`src/set_assoc_tlb_hashed_lru_macros.svh`:
```
// Assertion macros shared by the TLB RTL files.
// Plain text macros only; no dependencies.
`ifndef SET_ASSOC_TLB_HASHED_LRU_MACROS_SVH
`define SET_ASSOC_TLB_HASHED_LRU_MACROS_SVH

// Property checked at every clock edge outside reset.
`define SATHL_ASSERT(lbl, clk, rstn, prop, msg) \
    lbl: assert property (@(posedge clk) disable iff (!rstn) prop) else $error(msg);

// Condition that must never be seen outside reset.
`define SATHL_NEVER(lbl, clk, rstn, cond, msg) \
    `SATHL_ASSERT(lbl, clk, rstn, !(cond), msg)

`endif

```
`src/sathl_pkg.sv`:
```
// Types, constants and the set index hash for the TLB tag store.
// No dependencies.
`default_nettype none

package sathl_pkg;

    localparam int VPN_W    = 52;
    localparam int PSHIFT_W = 4;
    localparam int CHUNK_W  = 43;
    localparam int SETIX_W  = 6;   // width of the set index in a result word
    localparam int SETMAX_W = 9;   // widest hashed index (512 sets)
    localparam int LIM_W    = 5;   // holds 0..16
    localparam int CFG_W    = 4;
    localparam int QDEPTH   = 2;
    localparam int CHUNK_LO = 9;   // 2MB chunk = vpn >> 9
    localparam int HASH_A   = 20;
    localparam int HASH_B   = 27;
    localparam int HASH_C   = 34;
    localparam logic [CFG_W-1:0] WAYS_RESET = 4'd8;

    typedef enum logic [1:0] {
        OP_LOOKUP = 2'd0,
        OP_FILL   = 2'd1,
        OP_FLUSH  = 2'd2,
        OP_NONE   = 2'd3
    } op_t;

    typedef struct packed {
        op_t                 op;
        logic [VPN_W-1:0]    vpn;
        logic [PSHIFT_W-1:0] pshift;
        logic [CHUNK_W-1:0]  chunk;
        logic [SETMAX_W-1:0] set;
    } cmd_t;

    typedef struct packed {
        logic                evicted;
        logic [SETIX_W-1:0]  set_index;
        logic [PSHIFT_W-1:0] hit_shift;
        logic                hit;
    } res_t;

    // bit i = vpn[20+2i] ^ vpn[27+2i] ^ vpn[34+2i], for i below nbits
    function automatic logic [SETMAX_W-1:0] hash_set(input logic [VPN_W-1:0] vpn,
                                                     input int unsigned nbits);
        logic [SETMAX_W-1:0] idx;
        idx = '0;
        for (int i = 0; i < SETMAX_W; i++) begin
            if (i < nbits) begin
                idx[i] = vpn[HASH_A + 2*i] ^ vpn[HASH_B + 2*i] ^ vpn[HASH_C + 2*i];
            end
        end
        return idx;
    endfunction

endpackage

`default_nettype wire

```
`src/sathl_fifo.sv`:
```
// Two-entry command queue between the front end and the set engine.
// Depends on sathl_pkg.
`default_nettype none
`include "set_assoc_tlb_hashed_lru_macros.svh"

module sathl_fifo (
    input  wire logic            aclk,
    input  wire logic            aresetn,
    input  wire logic            push,
    input  sathl_pkg::cmd_t      din,
    output logic                 full,
    input  wire logic            pop,
    output sathl_pkg::cmd_t      dout,
    output logic                 empty
);

    sathl_pkg::cmd_t mem_reg [sathl_pkg::QDEPTH];
    logic            wr_ptr_reg, wr_ptr_next;
    logic            rd_ptr_reg, rd_ptr_next;
    logic [1:0]      cnt_reg, cnt_next;

    assign full  = (cnt_reg == 2'(sathl_pkg::QDEPTH));
    assign empty = (cnt_reg == 2'd0);
    assign dout  = mem_reg[rd_ptr_reg];

    always_comb begin
        wr_ptr_next = push ? ~wr_ptr_reg : wr_ptr_reg;
        rd_ptr_next = pop ? ~rd_ptr_reg : rd_ptr_reg;
        cnt_next    = cnt_reg + 2'(push) - 2'(pop);
    end

    always_ff @(posedge aclk) begin
        if (!aresetn) begin
            wr_ptr_reg <= 1'b0;
            rd_ptr_reg <= 1'b0;
            cnt_reg    <= 2'd0;
        end else begin
            wr_ptr_reg <= wr_ptr_next;
            rd_ptr_reg <= rd_ptr_next;
            cnt_reg    <= cnt_next;
        end
    end

    always_ff @(posedge aclk) begin
        if (push) begin
            mem_reg[wr_ptr_reg] <= din;
        end
    end

    `SATHL_NEVER(a_q_overflow, aclk, aresetn, push && full, "queue push while full")
    `SATHL_NEVER(a_q_underflow, aclk, aresetn, pop && empty, "queue pop while empty")
    `SATHL_ASSERT(a_q_count, aclk, aresetn, (push && !pop) |=> !empty, "queue lost a word")

endmodule

`default_nettype wire

```
`config.mk`:
```
export PLATFORM = sky130hd
export DESIGN_NAME = sathl_fifo
export DESIGN_NICKNAME = d
export VERILOG_FILES = /design/src/sathl_pkg.sv /design/src/sathl_fifo.sv
export VERILOG_INCLUDE_DIRS = /design/src /design/src/src
export SDC_FILE = /design/constraint.sdc
export NUM_CORES = 1
export LEC_CHECK = 0
export BUFFER_PORTS_ARGS = -buffer_cell sky130_fd_sc_hd__buf_2
export CELL_PAD_IN_SITES_DETAIL_PLACEMENT = 1
export CELL_PAD_IN_SITES_GLOBAL_PLACEMENT = 2
export CORE_UTILIZATION = 40
export CTS_CLUSTER_SIZE = 14
export DETAILED_ROUTE_END_ITERATION = 10
export PLACE_DENSITY_LB_ADDON = 0.1
export SETUP_SLACK_MARGIN = 0.02
export SYNTH_ARGS = -nofsm -noshare
export SYNTH_HDL_FRONTEND = slang
export SYNTH_SLANG_ARGS = --single-unit
export TNS_END_PERCENT = 5
```
`constraint.sdc`:
```
create_clock -name aclk -period 13.6 [get_ports aclk]
set_clock_uncertainty 0.1 [all_clocks]
set_input_delay 1.36 -clock aclk [delete_from_list [all_inputs] [get_ports aclk]]
set_output_delay 1.36 -clock aclk [all_outputs]
set_load 0.01 [all_outputs]
```
-- After elaboration in Yosys (flattened, before gate mapping)
Memory sizes are Yosys's and may differ from the RTL's. A register that Yosys moved wholly into a read port is not among the register bits.
Cells that the tools add are included.
- input port bits: 114
- RAM bits: 220
- flip-flop bits (word level): 4
- output and inout port bits: 112
- memories kept: 1
- equal/unequal tests: 1
- bitwise operators: 2
- reductions and logical operators: 1
- add/subtract/negate cells: 2
- muxes and demuxes: 4
- memories (memory ; depth ; width ; read ports ; clocked after memory_dff ; wr ports ; line ; source):
    mem_reg ; 2 ; 110 ; 1 ; 1 ; 1 ; sathl_fifo.sv:17 ; sathl_pkg::cmd_t mem_reg [sathl_pkg::QDEPTH];
- operator list (operator ; number):
    2-to-1 mux 1 bit ; 4
    adder 2 x 1 -> 2 bit ; 1
    equality test 2 bit, second input constant ; 1
    logical NOT 2 bit ; 1
    inverter 1 bit ; 2
    subtractor 2 x 1 -> 2 bit ; 1

-- Longest topological paths before layout
Gate-level depths: netlist of the first run.
- depth after elaboration: 3
- mapped depth: 6
- mapped depth without buffers: 6

-- Worst setup path after synthesis of the first run
Ideal clock, no wire load.
- path kind: input port to flip-flop
- from: in push
- to: mem mem_reg[0][0] (netlist bit) (enable)
- library setup time: 594 ps
- path buffers: 0
- cell stages on the path: 1
- data required time: 12906 ps
- path slack: 6736 ps
- arrival: 6170 ps
- path through: nor2b_1
- longest elaborated chain between the ends: 2
- RTL lines (what ; line ; source):
    from (decl) ; sathl_fifo.sv:9 ; input wire logic push,
    2-to-1 mux 1 bit ; sathl_fifo.sv:45 ; if (push) begin
    2-to-1 mux 1 bit (implied by the code) ; sathl_fifo.sv:46 ; mem_reg[wr_ptr_reg] <= din;
    to (decl) ; sathl_fifo.sv:17 ;
Every way passes these cells.

==> results by group, run 1 <==
Power
  • Power Total: 1.560 mW
  • Pleak: 3.850 nW
  • Pwr/cell area: 151.4 nW/µm²
  • VDD IR-drop max: 0.1240 mV

Placed design
  • Cells after DPL: 850
  • GP Congestion: 0.7130
  • Setup WS pre-CTS: 9877 ps
  • Detailed Place HPWL: 10780 µm
  • IO buf count: 225
  • Area post-placement: 9578 µm²

Synth
  • Synth Instances: 363
  • Net Count, Synth: 479
  • Adder-Cell Fraction of Synth Area: 0.003052
  • Top-area cell type share of the netlist area: 0.8057
  • Synth Area per Inst: 22.59 µm²
  • #FFs+latches synth: 225
  • Compound-cell area share of the yosys netlist: 0.0009156
  • Synth area leader: edfxtp_1
  • YS warnings: 0
  • Cell area after synthesis: 8199 µm²
  • Seq/Total Area, Yosys: 0.8179
  • Xor-xnor portion of the synthesized cell area: 0.003815
  • Multiplexer share of the synthesized area: 0.1511
  • Top cells by area, synth: edfxtp_1 81%, mux2_2 15%, buf_6 1.5%
  • Post-synth cell types: 13
  • Largest family of logic cells by synthesized area: multiplexers
  • Simple-Gate Fraction of Synth Area: 0.006562

Detailed routing
  • Routed via count divided by cell count: 4.713
  • DRC viols: 0
  • Post-Route WL: 16590 µm
  • Via count: 4223
  • Antenna Violating Nets Remaining: 0
  • First-pass detailed-route iteration total: 4
  • Number of DRC markers in iteration 0: 144
  • Average wire per standard cell: 18.52 µm

Clock tree
  • CTS root buf: clkbuf_16
  • Cts repair resizes: 0
  • Worst-skew pair later-pin latency: 490 ps
  • Clock slew at reported path FFs: 50 ps
  • Clock Sinks: 225
  • Setup Buffers After CTS: 0
  • H-tree depth: 1
  • Maximum root-to-sink buffer count: 3
  • TritonCTS clock tree: built
  • Hold Buf Count CTS: 0
  • Num CTS Buffers: 25

Die
  • Die width: 145.2 µm
  • Die area: 21070 µm²
  • Io pins: 226
  • Die height: 145.2 µm
  • Total core area: 20170 µm²
  • Initial Util: 0.4065
  • FP Rows: 52

Critical path
  • Worst path depth: 3
  • R2R depth: 2
  • Reg2reg end: mem_reg[1][2]$_DFFE_PP_
  • RR Startpoint: wr_ptr_reg$_SDFFE_PN0P_
  • Top delay family on crit path: buffers and inverters
  • Worst EP required: 12140 ps
  • WS Path Type: reg -> out
  • Crit Path Max Fanout: 64
  • Critical Path Sink Type: output pin
  • Startpoint types: flop
  • Flop2flop setup slack: 11270 ps
  • Critical Path Sink: dout[1]
  • Crit-path max cell delay: 770 ps
  • Crit-path cells: buf_4 > mux2_2 > buf_2
  • Crit path buffers/inverters: 2
  • CP max stage cell: dfxtp_4
  • Arr. time, crit path: 2730 ps

STA
  • Hold Slack: 478.3 ps
  • Fin. Hold Viols: 0
  • RSZ-0062 raised after global routing: false
  • Rel. slew slack: 0.3988
  • Worst-margin pin slew: 901.8 ps
  • Setup TNS: 0 ps
  • Final setup margin: 9414 ps
  • Final setup vio count: 0
  • Final period utilization: 0.3078
  • Slew Viols, Final: 0
  • Min cycle time layout: 4186 ps
  • FMAX: 238.9 MHz

Layout
  • Final instance area: 10300 µm²
  • Filler cells: 1952
  • Area grow syn2layout: 25.68%
  • Max reg flops: 220
  • Post-Layout Cell Count: 896
  • Final core area utilization: 0.5109
  • Most frequent cells in the layout: 225 x buf_2, 220 x edfxtp_1, 110 x mux2_2, 25 x clkbuf_16, 11 x clkbuf_1
  • Fraction of layout cells with a size suffix above 1: 0.5978
  • Most common cell after layout, fill and taps aside: buf_2
  • Post-layout nets: 723

Global routing
  • Initial antenna violation count: 4
  • Global route total overflow: 0
  • Largest net degree at the start of global routing: 65
  • GRT Total Usage: 0.1571
  • First-pass GRT wire length: 25520 µm
  • Vias in the first global route: 4618

Status
  • Status: finished, final reports clean

Run
  • Max cap viols: 0

Hold path
  • Hold Crit Class: reg -> reg
[how the worst min path moves through the flow]
stage                            startpoint                       to  cells after the start
finish              rd_ptr_reg$_SDFFE_PN0P_                     flop                      2
global route        rd_ptr_reg$_SDFFE_PN0P_  rd_ptr_reg$_SDFFE_PN0P_                      2
CTS                 rd_ptr_reg$_SDFFE_PN0P_                     flop                      2
detailed placement  rd_ptr_reg$_SDFFE_PN0P_                     flop                      2
global placement    rd_ptr_reg$_SDFFE_PN0P_                     flop                      2
floorplan           rd_ptr_reg$_SDFFE_PN0P_                     flop                      2
[per-layer routing]
layer / share of wire / global-route usage / vias to the layer above
li1: - / - / 1942
met1: 0.40 / 0.1886 / 2099
met2: 0.50 / 0.2680 / 149
met3: 0.080 / 0.05314 / 29
met4: 0.019 / 0.04526 / 4
met5: 0.0016 / 0 / -
[synth_stat cells]
library cell / count
ha_1: 2
buf_2: 1
o21a_1: 1
edfxtp_1: 220
and2_1: 4
mux2_2: 110
xnor3_1: 1
nor2b_1: 4
buf_6: 11
xor2_1: 1
dfxtp_1: 5
nor2_1: 1
inv_1: 2
[power by group]
group	total [mW]	internal [mW]	switching [mW]	leakage [nW]
combinational	0.152	0.0740	0.0778	1.39
sequential	0.817	0.803	0.0140	2.11
clock	0.592	0.349	0.243	0.354
[final cells by class]
type	instances	area [µm²]	area share
antenna	2	5.005	0.0004857
clock buffer	38	694.4	0.06739
clock inverter	6	27.53	0.002671
inverter	2	7.507	0.0007285
multi-input combinational	124	1366	0.1326
sequential	225	6710	0.6512
tap	270	337.8	0.03278
timing repair buffer	229	1156	0.1122
[worst min-delay path, cell delays in order (launching register included)]
cell and delay (ps):
dfxtp_1 330, xor2_1 70, and2_1 140
[logic make-up (layout without fill, tap and decap cells)]
family | after synthesis | count (layout)
AOI/OAI and AO/OA | 1 | 1
and+or+nand+nor | 9 | 9
DFF | 225 | 225
muxes | 110 | 110
buffers and inverters | 14 | 275
adders and majority gates | 2 | 2
other | 0 | 2
xor gates and xnor gates | 2 | 2
Power figures use the tool's default switching activity.
==> run 2: changes to the inputs <==
- CORE_UTILIZATION: 40 -> 38
- clock period: 13.6 -> 4.1 ns (I/O delays scaled with it)
==> run 2 against run 1 <==
Non-clock buffer count grew 107. First-iteration DRC count rose by 23%. Final cell count is 12% higher. Critical path depth is the same. Utilization increased by 3.1 points. Sequential share of layout area shrank 6.4 points. Register-to-register slack worse by 9200 ps. Global-route usage up 0.25 points. Flip-flop and latch count unchanged. Clock-buffer cell count decreased by 7. Largest cell class unchanged.
==> results by group, run 2 (synthesis gave the netlist of run 1 again) <==
Layout
  • Most common cell after layout, fill and taps aside: buf_2 (unchanged)
  • Post-Layout Cell Count: 1005 (was 896)
  • Fraction of layout cells with a size suffix above 1: 0.5110 (was 0.5978)
  • Post-layout nets: 829 (was 723)
  • Final instance area: 11430 µm² (was 10300 µm²)
  • Most frequent cells in the layout: 225 x buf_2, 220 x edfxtp_1, 110 x mux2_2, 106 x dlygate4sd3_1, 25 x clkbuf_16 (was 225 x buf_2, 220 x edfxtp_1, 110 x mux2_2, 25 x clkbuf_16, 11 x clkbuf_1)
  • Max reg flops: 220 (unchanged)
  • Final core area utilization: 0.5420 (was 0.5109)
  • Area grow syn2layout: 39.40% (was 25.68%)
  • Diode count: 0 (was 2)

Critical path
  • Worst EP required: 3590 ps (was 12140 ps)
  • RR Startpoint: wr_ptr_reg$_SDFFE_PN0P_ (unchanged)
  • Top delay family on crit path: flip-flops (was buffers and inverters)
  • Crit-path cells: buf_12 > mux2_2 > buf_2 (was buf_4 > mux2_2 > buf_2)
  • CP max stage cell: dfxtp_4 (unchanged)
  • Crit Path Max Fanout: 56 (was 64)
  • WS Path Type: reg -> out (unchanged)
  • Arr. time, crit path: 2310 ps (was 2730 ps)
  • Crit-path max cell delay: 850 ps (was 770 ps)
  • Crit path buffers/inverters: 2 (unchanged)
  • Critical Path Sink Type: output pin (unchanged)
  • Startpoint types: flop (unchanged)

Global routing
  • Global route total overflow: 0 (unchanged)
  • First-pass GRT wire length: 27080 µm (was 25520 µm)
  • Initial antenna violation count: 0 (was 4)
  • Largest net degree at the start of global routing: 61 (was 65)
  • GRT Total Usage: 0.1596 (was 0.1571)
  • Vias in the first global route: 5049 (was 4618)

STA
  • Rel. slew slack: 0.3949 (was 0.3988)
  • Min cycle time layout: 2821 ps
  • FMAX: 354.5 MHz
  • Final period utilization: 0.6881
  • RSZ-0062 raised after global routing: false (unchanged)
  • Setup TNS: 0 ps (unchanged)
  • Final setup margin: 1279 ps (was 9414 ps)
  • Fin. Hold Viols: 0 (unchanged)
  • Slew Viols, Final: 0 (unchanged)
  • Worst-margin pin slew: 907.7 ps (was 901.8 ps)
  • Final setup vio count: 0 (unchanged)

Status
  • Status: finished, final reports clean (unchanged)

Clock tree
  • Clock Sinks: 225 (unchanged)
  • Setup Buffers After CTS: 0 (unchanged)
  • CTS root buf: clkbuf_16 (unchanged)
  • TritonCTS clock tree: built (unchanged)
  • Cts repair resizes: 0 (unchanged)
  • Worst-skew pair later-pin latency: 510 ps (was 490 ps)
  • Clock slew at reported path FFs: 60 ps (was 50 ps)
  • Maximum root-to-sink buffer count: 3 (unchanged)
  • H-tree depth: 1 (unchanged)
  • Num CTS Buffers: 24 (was 25)

Die
  • Io pins: 226 (unchanged)
  • FP Rows: 53 (was 52)
  • Total core area: 21090 µm² (was 20170 µm²)
  • Die height: 148.9 µm (was 145.2 µm)
  • Die width: 148.9 µm (was 145.2 µm)
  • Die area: 22170 µm² (was 21070 µm²)
  • Initial Util: 0.3888 (was 0.4065)

Detailed routing
  • Post-Route WL: 17620 µm (was 16590 µm)
  • Average wire per standard cell: 17.53 µm (was 18.52 µm)
  • Antenna Violating Nets Remaining: 0 (unchanged)
  • DRC viols: 0 (unchanged)
  • Number of DRC markers in iteration 0: 177 (was 144)
  • Routed via count divided by cell count: 4.565 (was 4.713)
  • First-pass detailed-route iteration total: 4 (unchanged)
  • Via count: 4588 (was 4223)

Placed design
  • Setup WS pre-CTS: 1744 ps (was 9877 ps)
  • Area post-placement: 9642 µm² (was 9578 µm²)
  • IO buf count: 225 (unchanged)
  • Cells after DPL: 856 (was 850)
  • GP Congestion: 0.7355 (was 0.7130)
  • Detailed Place HPWL: 11110 µm (was 10780 µm)

Hold path
  • Hold Crit Class: in -> reg (was reg -> reg)
  • Hold_sp: din[10] (was rd_ptr_reg$_SDFFE_PN0P_)

Power
  • Pwr/cell area: 464.3 nW/µm² (was 151.4 nW/µm²)
  • Pleak: 4.311 nW (was 3.850 nW)
  • VDD IR-drop max: 0.2588 mV (was 0.1240 mV)

Run
  • Max cap viols: 0 (unchanged)
## run 2: changes by cell type in the layout (fill, tap and decap cells not counted), moves of 2 or more
cell           delta
clkbuf_1          -5
buf_12            +4
dlygate4sd3_1   +106
clkinv_1          +5
clkbuf_8          -2
buf_4             -3
diode_2           -2
## run 2: worst paths after layout
kind,endpoint,slack [ps],cells past startpoint
max,dout[18],1280,3
max reg2reg,mem_reg[1][13]$_DFFE_PP_,2070,2
min,mem_reg[0][10]$_DFFE_PP_,20,1
min reg2reg,rd_ptr_reg$_SDFFE_PN0P_,480,2
## run 2: what timing repair did
| action | in CTS | in global routing |
|---|---|---|
| hold endpoints to repair | 212 | 0 |
| endpoints found under the setup margin | 0 | 0 |
| hold buffers | 106 | 0 |
## run 2: stage by stage
| step | power (mW) | hold WS, ps |
|---|---|---|
| after detailed placement | 3.285 | 471.0 |
| after floorplan | 3.051 | 408.9 |
| after CTS | 5.382 | 2.209 |
| after global placement | 3.264 | 457.2 |
| after global routing | 5.514 | 2.218 |
| final | 5.307 | 18.81 |
## run 2: power breakdown
group	total, mW	switching, mW	internal, mW	leakage [nW]
clock	2.00	0.830	1.17	0.352
combinational	0.596	0.276	0.320	1.85
sequential	2.71	0.0505	2.66	2.11
total	5.31	1.16	4.15	4.31
## run 2: worst register-to-register path, stage by stage, from the launching register on
cell,delay [ps]
dfxtp_1,390
and2_4,750
buf_12,400
## run 2: layout make-up
type / count / area [µm²]
fill: 2015 / 9658
tap: 275 / 344.1
sequential: 225 / 6710
clock buffer: 31 / 648.1
multi-input combinational: 124 / 1366
timing repair buffer: 336 / 2275
clock inverter: 12 / 78.83
inverter: 2 / 7.507
## run 2: layer usage
layer	track usage	wire length (µm)	vias to the layer above
li1	-	-	2138
met1	0.1925	7051	2265
met2	0.2786	9034	149
met3	0.03792	1035	36
met4	0.05510	500	0
met5	0	0	-
