$ cat src/set_assoc_tlb_hashed_lru_macros.svh
// Assertion macros shared by the TLB RTL files.
// Plain text macros only; no dependencies.
`ifndef SET_ASSOC_TLB_HASHED_LRU_MACROS_SVH
`define SET_ASSOC_TLB_HASHED_LRU_MACROS_SVH

// Property checked at every clock edge outside reset.
`define SATHL_ASSERT(lbl, clk, rstn, prop, msg) \
    lbl: assert property (@(posedge clk) disable iff (!rstn) prop) else $error(msg);

// Condition that must never be seen outside reset.
`define SATHL_NEVER(lbl, clk, rstn, cond, msg) \
    `SATHL_ASSERT(lbl, clk, rstn, !(cond), msg)

`endif

$ cat src/sathl_pkg.sv
// Types, constants and the set index hash for the TLB tag store.
// No dependencies.
`default_nettype none

package sathl_pkg;

    localparam int VPN_W    = 52;
    localparam int PSHIFT_W = 4;
    localparam int CHUNK_W  = 43;
    localparam int SETIX_W  = 6;   // width of the set index in a result word
    localparam int SETMAX_W = 9;   // widest hashed index (512 sets)
    localparam int LIM_W    = 5;   // holds 0..16
    localparam int CFG_W    = 4;
    localparam int QDEPTH   = 2;
    localparam int CHUNK_LO = 9;   // 2MB chunk = vpn >> 9
    localparam int HASH_A   = 20;
    localparam int HASH_B   = 27;
    localparam int HASH_C   = 34;
    localparam logic [CFG_W-1:0] WAYS_RESET = 4'd8;

    typedef enum logic [1:0] {
        OP_LOOKUP = 2'd0,
        OP_FILL   = 2'd1,
        OP_FLUSH  = 2'd2,
        OP_NONE   = 2'd3
    } op_t;

    typedef struct packed {
        op_t                 op;
        logic [VPN_W-1:0]    vpn;
        logic [PSHIFT_W-1:0] pshift;
        logic [CHUNK_W-1:0]  chunk;
        logic [SETMAX_W-1:0] set;
    } cmd_t;

    typedef struct packed {
        logic                evicted;
        logic [SETIX_W-1:0]  set_index;
        logic [PSHIFT_W-1:0] hit_shift;
        logic                hit;
    } res_t;

    // bit i = vpn[20+2i] ^ vpn[27+2i] ^ vpn[34+2i], for i below nbits
    function automatic logic [SETMAX_W-1:0] hash_set(input logic [VPN_W-1:0] vpn,
                                                     input int unsigned nbits);
        logic [SETMAX_W-1:0] idx;
        idx = '0;
        for (int i = 0; i < SETMAX_W; i++) begin
            if (i < nbits) begin
                idx[i] = vpn[HASH_A + 2*i] ^ vpn[HASH_B + 2*i] ^ vpn[HASH_C + 2*i];
            end
        end
        return idx;
    endfunction

endpackage

`default_nettype wire

$ cat src/sathl_front.sv
// Front end: takes input words, decodes the opcode and hashes the set index.
// Depends on sathl_pkg; feeds sathl_fifo.
`default_nettype none

module sathl_front #(
    parameter int SETS = 64
) (
    input  wire logic                 s_tvalid,
    output logic                      s_tready,
    input  wire logic [103:0]         s_tdata,
    input  wire logic [1:0]           s_tuser,
    input  wire logic                 clearing,
    input  wire logic                 q_full,
    output logic                      q_push,
    output sathl_pkg::cmd_t           q_cmd
);

    localparam int unsigned HASH_BITS = $clog2(SETS + 1) - 1;

    logic [sathl_pkg::VPN_W-1:0] vpn;

    assign vpn      = s_tdata[51:0];
    assign s_tready = !q_full && !clearing;
    assign q_push   = s_tvalid && s_tready;

    always_comb begin
        q_cmd        = '0;
        q_cmd.op     = sathl_pkg::op_t'(s_tuser);
        q_cmd.vpn    = vpn;
        q_cmd.pshift = s_tdata[55:52];
        q_cmd.chunk  = s_tdata[98:56];
        unique case (q_cmd.op) inside
            sathl_pkg::OP_LOOKUP, sathl_pkg::OP_FILL:
                q_cmd.set = sathl_pkg::hash_set(vpn, HASH_BITS);
            default:
                q_cmd.set = '0;
        endcase
    end

endmodule

`default_nettype wire

$ cat config.mk
export PLATFORM = sky130hd
export DESIGN_NAME = sathl_front
export DESIGN_NICKNAME = d
export VERILOG_FILES = /design/src/set_assoc_tlb_hashed_lru_macros.svh /design/src/sathl_pkg.sv /design/src/sathl_front.sv
export SDC_FILE = /design/constraint.sdc
export NUM_CORES = 1
export LEC_CHECK = 0
export ABC_AREA = 1
export BUFFER_PORTS_ARGS = -buffer_cell sky130_fd_sc_hd__buf_2
export CORE_AREA = 2 2 87 89
export DETAILED_ROUTE_END_ITERATION = 16
export DIE_AREA = 0 0 89 91
export PLACE_DENSITY = 0.65
export SETUP_SLACK_MARGIN = 0.3
export SYNTH_ARGS = -nofsm -noshare
export SYNTH_HDL_FRONTEND = slang
export SYNTH_SLANG_ARGS = --single-unit
$ cat constraint.sdc
create_clock -name vclk -period 0.8
set_clock_uncertainty 0.15 [all_clocks]
set_input_delay 0.04 -clock vclk [all_inputs]
set_output_delay 0.04 -clock vclk [all_outputs]
set_load 0.1 [all_outputs]
# Word level (Yosys, flattened, before mapping)
# Index checks and enable logic that the tools add are counted.
# op_classes
n_lt_le_gt_ge	0
n_addsub	0
bitwise_logic	12
eq_ne	1
n_mux	1
reduce_logical	6
multipliers	0
shift	0
div	0
# ops
op	n
1-bit bitwise XOR	12
6-bit two-way mux	1
2-bit by 1-bit equality test with 1-bit output (second input constant)	1
1-bit logical AND	2
1-bit zero test	2
2-bit zero test	1
2-bit OR reduction	1
# totals
out_inout_bits	112
reg_bits	0
input_bits	109
memories	0
rom_bits	0
latch_bits	0
ramBits	0
word_cells	20

# Logic depth before layout (Yosys ltp)
# Gate-level depths: netlist (run 1).
# logic_depth
ltp_word	3
ltp_mapped	5
ltp_nobuf	5

# Worst setup path after synthesis (run 1)
# Ideal clock, no wire load.
# synth_timing
kind	input to output
start	in clearing
end	out q_push
n_path_buf	0
t_arrival_ns	2.252
t_required_ns	0.610
stages	1
slack_ns	-1.642
path_cell_list	nor3b_1
# synth_between
elab_chain_cells	3
# synth_rtl
element	line_no	text
from (decl)	sathl_front.sv:12	input wire logic clearing,
1-bit zero test	sathl_front.sv:23	assign s_tready = !q_full && !clearing;
1-bit logical AND	sathl_front.sv:23	
1-bit logical AND	sathl_front.sv:24	assign q_push = s_tvalid && s_tready;
to (decl)	sathl_front.sv:14	output logic q_push,
# No other way between the ends.

==> results of run 1 <==
## cell families after synthesis
kind of cell | share of synthesized area
buffers and inverters | 0.8155
AND/OR/NAND/NOR | 0.1513
AO/OA/AOI/OAI | 0.02952
other | 0.003686
## metrics by stage
stage          std cells  TNS [ns]  area, µm²
4_1_cts              221   -0.1995       1872
2_1_floorplan        158   -0.9213       1279
3_5_place_dp         218    -1.113       1393
5_1_grt              222   -0.3855       1922
3_3_place_gp         218    -1.022       1393
6_report             222   -0.1866       1922
## synth_stat cells (all sizes together)
cell type	n
nor2	7
a21oi	6
nand3	6
nand2	18
buf	104
conb	1
inv	13
nor3b	1
## path summary, 6_finish.rpt
check	end	slack (ns)	cells past startpoint
worst max-delay path	q_cmd[3]	-0.04	7
worst min-delay path	q_cmd[104]	-0.07	0
## worst max-delay path, cell delays in order
cell	delay [ns]
buf_12	0.11
clkinv_4	0.05
nand2_8	0.05
nand3_4	0.06
nand2_4	0.05
nor2_4	0.10
buf_12	0.18
## timing repair
action                                  in CTS  in global routing
pin swaps                                   24                  2
hold endpoints to repair                    82                 82
endpoints found under the setup margin      27                 27
buffers inserted                             3                  1
resized for setup                          115                 10
gates cloned                                 0                  0
## layout make-up
| cell class | instances | area share |
|---|---|---|
| Tap cell | 99 | 0.06445 |
| Timing Repair Buffer | 69 | 0.5898 |
| Multi-Input combinational cell | 41 | 0.2565 |
| Inverter | 13 | 0.08919 |
## layer usage
| layer | wire, µm | vias to the layer above |
|---|---|---|
| li1 | - | 298 |
| met3 | 266 | 36 |
| met2 | 1321 | 55 |
| met4 | 157 | 0 |
| met1 | 592 | 296 |
| met5 | 0 | - |
## power breakdown
group / leakage [nW] / total, mW / internal (mW) / switching [mW]
clock: 0 / 0 / 0 / 0
sequential: 0 / 0 / 0 / 0
combinational: 0.815 / 1.71 / 0.702 / 1.00
==> impl_metrics.ini, run 1 <==
[yosys]
syn_inst = 156
synth.distinct_cells = 11
yosys.area.top_type_share = 0.7675
synth_area_leaders = buf_4, nand2_1, inv_1
yosysWarnings = 0
syn_area_per_cell_um2 = 6.521
synth_top_area_cell = buf_4
netlist_area_um2 = 1017
ys_seq_area_frac = 0

[routing]
via_per_inst = 3.086
avgRoutedWirePerCell_um = 10.53
ant_nets = 0
drt_iter0_drc = 1
drt_pass1_iterations = 2
drc_errors = 0
route.vias.total = 685
finalWirelength_mm = 2.338

[global_route]
use_met3 = 0.02091
busiest_layer = met2
grtUsageMet1 = 0.05280
antenna_found_initial = 0
grt_pass1_wl_mm = 3.636
grt_max_degree = 7
grt_usage = 0.05499
grt_overflow_total = 0
grt_pass1_vias = 719
use_met2 = 0.09577

[finish]
multi_input_area_um2 = 493.0
drive_above_1_share = 0.9756
postLayoutCoreUtil = 0.2693
area_delta_synth_final_pct = 88.93
diodes = 0
flops_and_latches = 0
nNetsFinal = 234
mostFrequentLayoutCell = buf_12
register_area_um2 = 0
fillers = 732
nClkBuffers = 0
most-common-layout-cells = buf_12, buf_6, nand2_4

[floorplanning]
die_h_um = 91
core_area_um2 = 7137
start_util = 0.1425
die_area_um2 = 8099
die_x_um = 89
pin_count = 221
fp-row-count = 31

[sta]
fmax_mhz = 1193
setup_violations = 6
fin_crit_ns = 0.8380
rsz0062_at_grt = yes
finalHoldViolCount = 82
setup_ws_ns = -0.03802
drv_slew = 0
holdWs_ns = -0.06996
post-route-period-util = 1.048

[status]
status = finished with violations
failed_checks = hold timing, setup timing

[placement]
gp_congestion = 0.6978
port-buffer-count = 49
pre_cts_slack_ns = -0.2187
dpl.hpwl_mm = 1.750

[critical_path]
crit_fanout = 3
path_class = in -> out
crit_required_ns = 0.61
endpoint_kind = primary output
worstSetupStartpoint = s_tdata[40]
critPathArrivalTime_ns = 0.65
start_kind = input port

[power_and_ir_drop]
p_per_area_nw_per_um2 = 888.3
total_power_mw = 1.707
ir_drop_mv = 0.3500
cellLeakagePower_nw = 0.8153

[hold_path]
hp-class = in -> out
hold_path.startpoint = s_tdata[48]

[flow_run]
maxCapViolations = 0
Note: power is estimated with default switching activity, not from simulation.
==> run 2, diff against run 1 <==
==> constraint.sdc (replaced) <==
create_clock -name vclk -period 0.8
set_clock_uncertainty 0.15 [all_clocks]
set_input_delay 0.12 -clock vclk [all_inputs]
set_output_delay 0.12 -clock vclk [all_outputs]
set_load 0.1 [all_outputs]
==> run 2 against run 1 <==
Effect of this change:
- the flow finishes with violations (setup timing)
- count of clock-buffer cells in the layout did not move
- combinational power fell by 5%
- global-route usage rose by 1.4 points
- final cell count did not move
- critical path depth did not move
- sequential cell count did not move
- routed wire length rose by 38%
- core utilization fell by 2.1 points
- die area did not move
- fmax fell by 17%
- hold slack improved by 0.16 ns
==> impl_metrics.ini, run 2 (synthesized netlist as in run 1, its figures left out) <==
[sta]
setup_violations = 12
fmax_mhz = 991.7
setup_tns_ns = -1.513
drv_slew = 0
rsz0062_at_grt = yes
post-route-period-util = 1.260
holdWs_ns = 0.09004
fin_crit_ns = 1.008
setup_ws_ns = -0.2084
finalHoldViolCount = 0

[routing]
drt_pass1_iterations = 1
drc_errors = 0
finalWirelength_mm = 3.226
via_per_inst = 3.338
drt_iter0_drc = 0
avgRoutedWirePerCell_um = 14.53
route.vias.total = 741
ant_nets = 0

[placement]
dpl.hpwl_mm = 2.614
port-buffer-count = 49
placed_cells = 218
gp_congestion = 0.5876

[floorplanning]
start_util = 0.1425
pin_count = 221
die_h_um = 91
core_area_um2 = 7137
die_area_um2 = 8099
fp-row-count = 31
die_x_um = 89

[finish]
nNetsFinal = 234
drive_above_1_share = 0.9756
diodes = 0
register_area_um2 = 0
area_delta_synth_final_pct = 73.92
nClkBuffers = 0
postLayoutCoreUtil = 0.2479
fillers = 754
most-common-layout-cells = buf_12, buf_6, nand2_2, buf_8
mostFrequentLayoutCell = buf_12
flops_and_latches = 0
layoutNonFillerInstCount = 222

[global_route]
grt_pass1_wl_mm = 4.409
grt_overflow_total = 0
grt_max_degree = 7
grt_usage = 0.06937
grt_pass1_vias = 774
antenna_found_initial = 0

[power_and_ir_drop]
swShare = 0.5918
netSwitchingPower_mw = 0.9581
clkPwrFrac = 0
seqPwrFrac = 0
cellLeakagePower_nw = 0.7726
ir_drop_mv = 0.3447
p_per_area_nw_per_um2 = 915.0
power.internal_mw = 0.6608
combPwrFrac = 1.000

[clocking]
hold_buffers = 0

[status]
status = finished with violations
failed_checks = setup timing

[critical_path]
endpoint_kind = primary output
crit_fanout = 3
start_kind = input port
critPathArrivalTime_ns = 0.74
path_class = in -> out
crit_required_ns = 0.53

[hold_path]
hold_path_depth = 0
hp-class = in -> out

[flow_run]
maxCapViolations = 0
-- run 2: cell counts in the layout (fill, tap and decap cells not counted) --
No cell type changed its count.
-- run 2: metal layers --
| layer | share of wire | track usage | vias up |
|---|---|---|---|
| met5 | 0 | 0 | - |
| met4 | 0.051 | 0.03234 | 0 |
| met3 | 0.21 | 0.05818 | 24 |
| met2 | 0.53 | 0.1325 | 116 |
| met1 | 0.20 | 0.04246 | 305 |
| li1 | - | - | 296 |
-- run 2: metrics by stage --
step | total power, mW | area (µm²) | setup WS, ns
2_1_floorplan | 3.967 | 3301 | -0.4230
3_3_place_gp | 1.412 | 1393 | -0.3273
3_5_place_dp | 1.421 | 1393 | -0.3331
4_1_cts | 1.599 | 1722 | -0.1938
5_1_grt | 1.673 | 1769 | -0.2460
6_report | 1.619 | 1769 | -0.2084
-- run 2: power groups by stage --
stage                     combinational, mW  sequential (mW)  clock [mW]
after floorplan                        3.97                0           0
after global placement                 1.41                0           0
after detailed placement               1.42                0           0
after CTS                              1.60                0           0
after global routing                   1.67                0           0
final                                  1.62                0           0
-- run 2: layout make-up --
| type | instances | area [µm²] | area share |
|---|---|---|---|
| Timing Repair Buffer | 69 | 1117 | 0.6315 |
| Inverter | 13 | 158.9 | 0.08982 |
| Multi-Input combinational cell | 41 | 369.1 | 0.2086 |
| Tap cell | 99 | 123.9 | 0.07001 |
-- run 2: what timing repair did --
action	CTS	global route
setup buffers	1	3
pin swaps	18	3
gates cloned	0	0
endpoints found under the setup margin	27	27
gates resized for setup	90	8
-- run 2: path summary, 6_finish.rpt --
path | start | endpoint | slack (ns)
hold / removal | s_tdata[45] | q_cmd[101] | 0.09
setup / recovery | s_tdata[37] | q_cmd[5] | -0.21
-- run 2: worst max-delay path: stages --
cell and delay (ns):
buf_12 0.11, inv_12 0.04, nand2_4 0.05, nand3_2 0.06
nand2_2 0.07, nor2_4 0.10, buf_12 0.18
==> run 3, diff against run 2 <==
--- a/config.mk
+++ b/config.mk
@@ -7,10 +7,11 @@
 export LEC_CHECK = 0
 export ABC_AREA = 1
 export BUFFER_PORTS_ARGS = -buffer_cell sky130_fd_sc_hd__buf_2
-export CORE_AREA = 2 2 87 89
+export CORE_AREA = 2 2 85 87
 export DETAILED_ROUTE_END_ITERATION = 16
-export DIE_AREA = 0 0 89 91
-export PLACE_DENSITY = 0.65
+export DIE_AREA = 0 0 87 89
+export PLACE_DENSITY = 0.69
+export REMOVE_ABC_BUFFERS = 1
 export SETUP_SLACK_MARGIN = 0.3
 export SYNTH_ARGS = -nofsm -noshare
 export SYNTH_HDL_FRONTEND = slang
==> constraint.sdc (replaced) <==
create_clock -name vclk -period 0.9
set_clock_uncertainty 0.15 [all_clocks]
set_input_delay 0.135 -clock vclk [all_inputs]
set_output_delay 0.135 -clock vclk [all_outputs]
set_load 0.1 [all_outputs]
==> run 3 against run 2 <==
Effect of this change:
- the run still ends with setup timing left
- worst setup slack better by 0.066 ns
- sequential share of layout area stayed put
- highest routed layer is now met5
- routed wire length grew to 3.2 times the previous value
- non-clock buffer count is 5 higher
- hold slack better by 0.030 ns
- die area is 4.4% lower
- design area is 6.0% lower
- critical path depth stayed put
- via count is 16% higher
- combinational power is 14% lower
- sequential cell count stayed put
- global-route usage is 18 points higher
==> impl_metrics.ini, run 3 (synthesized netlist as in run 1, its figures left out) <==
[hold_path]
hp-class = in -> out
hold_end = q_cmd[99]
hold_path.startpoint = s_tdata[43]
hold_path_depth = 0

[critical_path]
slowest_stage = buf_12
crit_fanout = 3
endpoint_kind = primary output
critPathArrivalTime_ns = 0.76
path_class = in -> out
path_cells = buf_8 > inv_2 > nand2_2 > nand3_2 > nand2_2 > nor2_4 > buf_12
max_stage_delay_ns = 0.18
start_kind = input port
crit_required_ns = 0.61
cpMostUsedCell = nand2_2

[finish]
mostFrequentLayoutCell = buf_12
nNetsFinal = 239
flops_and_latches = 0
drive_above_1_share = 0.9766
diodes = 0
area_delta_synth_final_pct = 63.47
multi_input_area_um2 = 362.8
stdcell_area_um2 = 1663
nClkBuffers = 0
most-common-layout-cells = buf_12, buf_6, buf_8
fillers = 685
register_area_um2 = 0

[clocking]
hold_buffers = 0

[placement]
port-buffer-count = 49
gp_congestion = 0.8197
dpl.hpwl_mm = 9.700
place_area_um2 = 1145

[floorplanning]
die_x_um = 87
start_util = 0.1514
die_h_um = 89
fp-row-count = 30
core_area_um2 = 6719
pin_count = 221
die_area_um2 = 7743

[status]
failed_checks = setup timing
status = finished with violations

[global_route]
antenna_found_initial = 0
grt_overflow_total = 0
grt_pass1_wl_mm = 11.45
grt_pass1_vias = 796
grt_max_degree = 7
grt_usage = 0.2475

[power_and_ir_drop]
power.internal_mw = 0.5634
p_per_area_nw_per_um2 = 840.6
netSwitchingPower_mw = 0.8343
clkPwrFrac = 0
total_power_mw = 1.398
cellLeakagePower_nw = 0.7504
seqPwrFrac = 0
ir_drop_mv = 0.2560
swShare = 0.5969
combPwrFrac = 1.000

[flow_run]
maxCapViolations = 0

[sta]
setup_ws_ns = -0.1421
finalHoldViolCount = 0
setup_violations = 8
holdWs_ns = 0.1200
rsz0062_at_grt = yes
setup_tns_ns = -0.9113
fmax_mhz = 959.6
post-route-period-util = 1.158
fin_crit_ns = 1.042
drv_slew = 0

[routing]
drt_iter0_drc = 25
route.vias.total = 859
finalWirelength_mm = 10.28
via_per_inst = 4.130
avgRoutedWirePerCell_um = 49.43
ant_nets = 0
drc_errors = 0
drt_pass1_iterations = 4
-- run 3: stage by stage --
stage | cells | worst slack [ns] | utilization
finish | 208 | -0.1421 | 0.2475
global route | 208 | -0.1687 | 0.2475
CTS | 206 | -0.1603 | 0.2300
detailed placement | 203 | -0.2716 | 0.1704
global placement | 203 | -0.2691 | 0.1704
floorplan | 54 | -1.732 | -
-- run 3: final cells by class --
| type | count | area share |
|---|---|---|
| Inverter | 13 | 0.04740 |
| Timing Repair Buffer | 74 | 0.6742 |
| Multi-Input combinational cell | 41 | 0.2182 |
| Tap cell | 80 | 0.06020 |
-- run 3: power groups by stage --
stage / registers (mW) / logic, mW / clock network [mW]
after global routing: 0 / 1.44 / 0
after detailed placement: 0 / 1.13 / 0
final: 0 / 1.40 / 0
after global placement: 0 / 1.12 / 0
after CTS: 0 / 1.34 / 0
after floorplan: 0 / 0.316 / 0
-- run 3: timing repair --
item	CTS	global route
setup endpoints to repair	27	27
hold endpoints to repair	0	0
setup buffers	3	2
pin swaps	13	11
gates resized for setup	109	29
-- run 3: worst max-delay path by stage --
stage	from	endpoint	slack, ns	cells past startpoint
detailed placement	s_tdata[20]	q_cmd[0]	-0.27	7
global placement	s_tdata[20]	q_cmd[0]	-0.27	7
CTS	s_tdata[20]	q_cmd[0]	-0.16	7
floorplan	clearing	q_push	-1.73	1
finish	s_tdata[20]	q_cmd[0]	-0.14	7
global route	s_tdata[30]	q_cmd[5]	-0.17	7
-- run 3: per-layer routing --
layer,vias up,GRT usage,routed length (µm),part of all wire
met5,-,0.05844,42,0.0041
li1,308,-,-,-
met4,2,0.02415,157,0.015
met3,10,0.2890,2543,0.25
met1,359,0.08543,1166,0.11
met2,180,0.5510,6371,0.62
-- run 3: worst max-delay path: cells and delay by family --
kind	cells	cell delay, ns
buffers and inverters	3	0.32
and+or+nand+nor	4	0.30
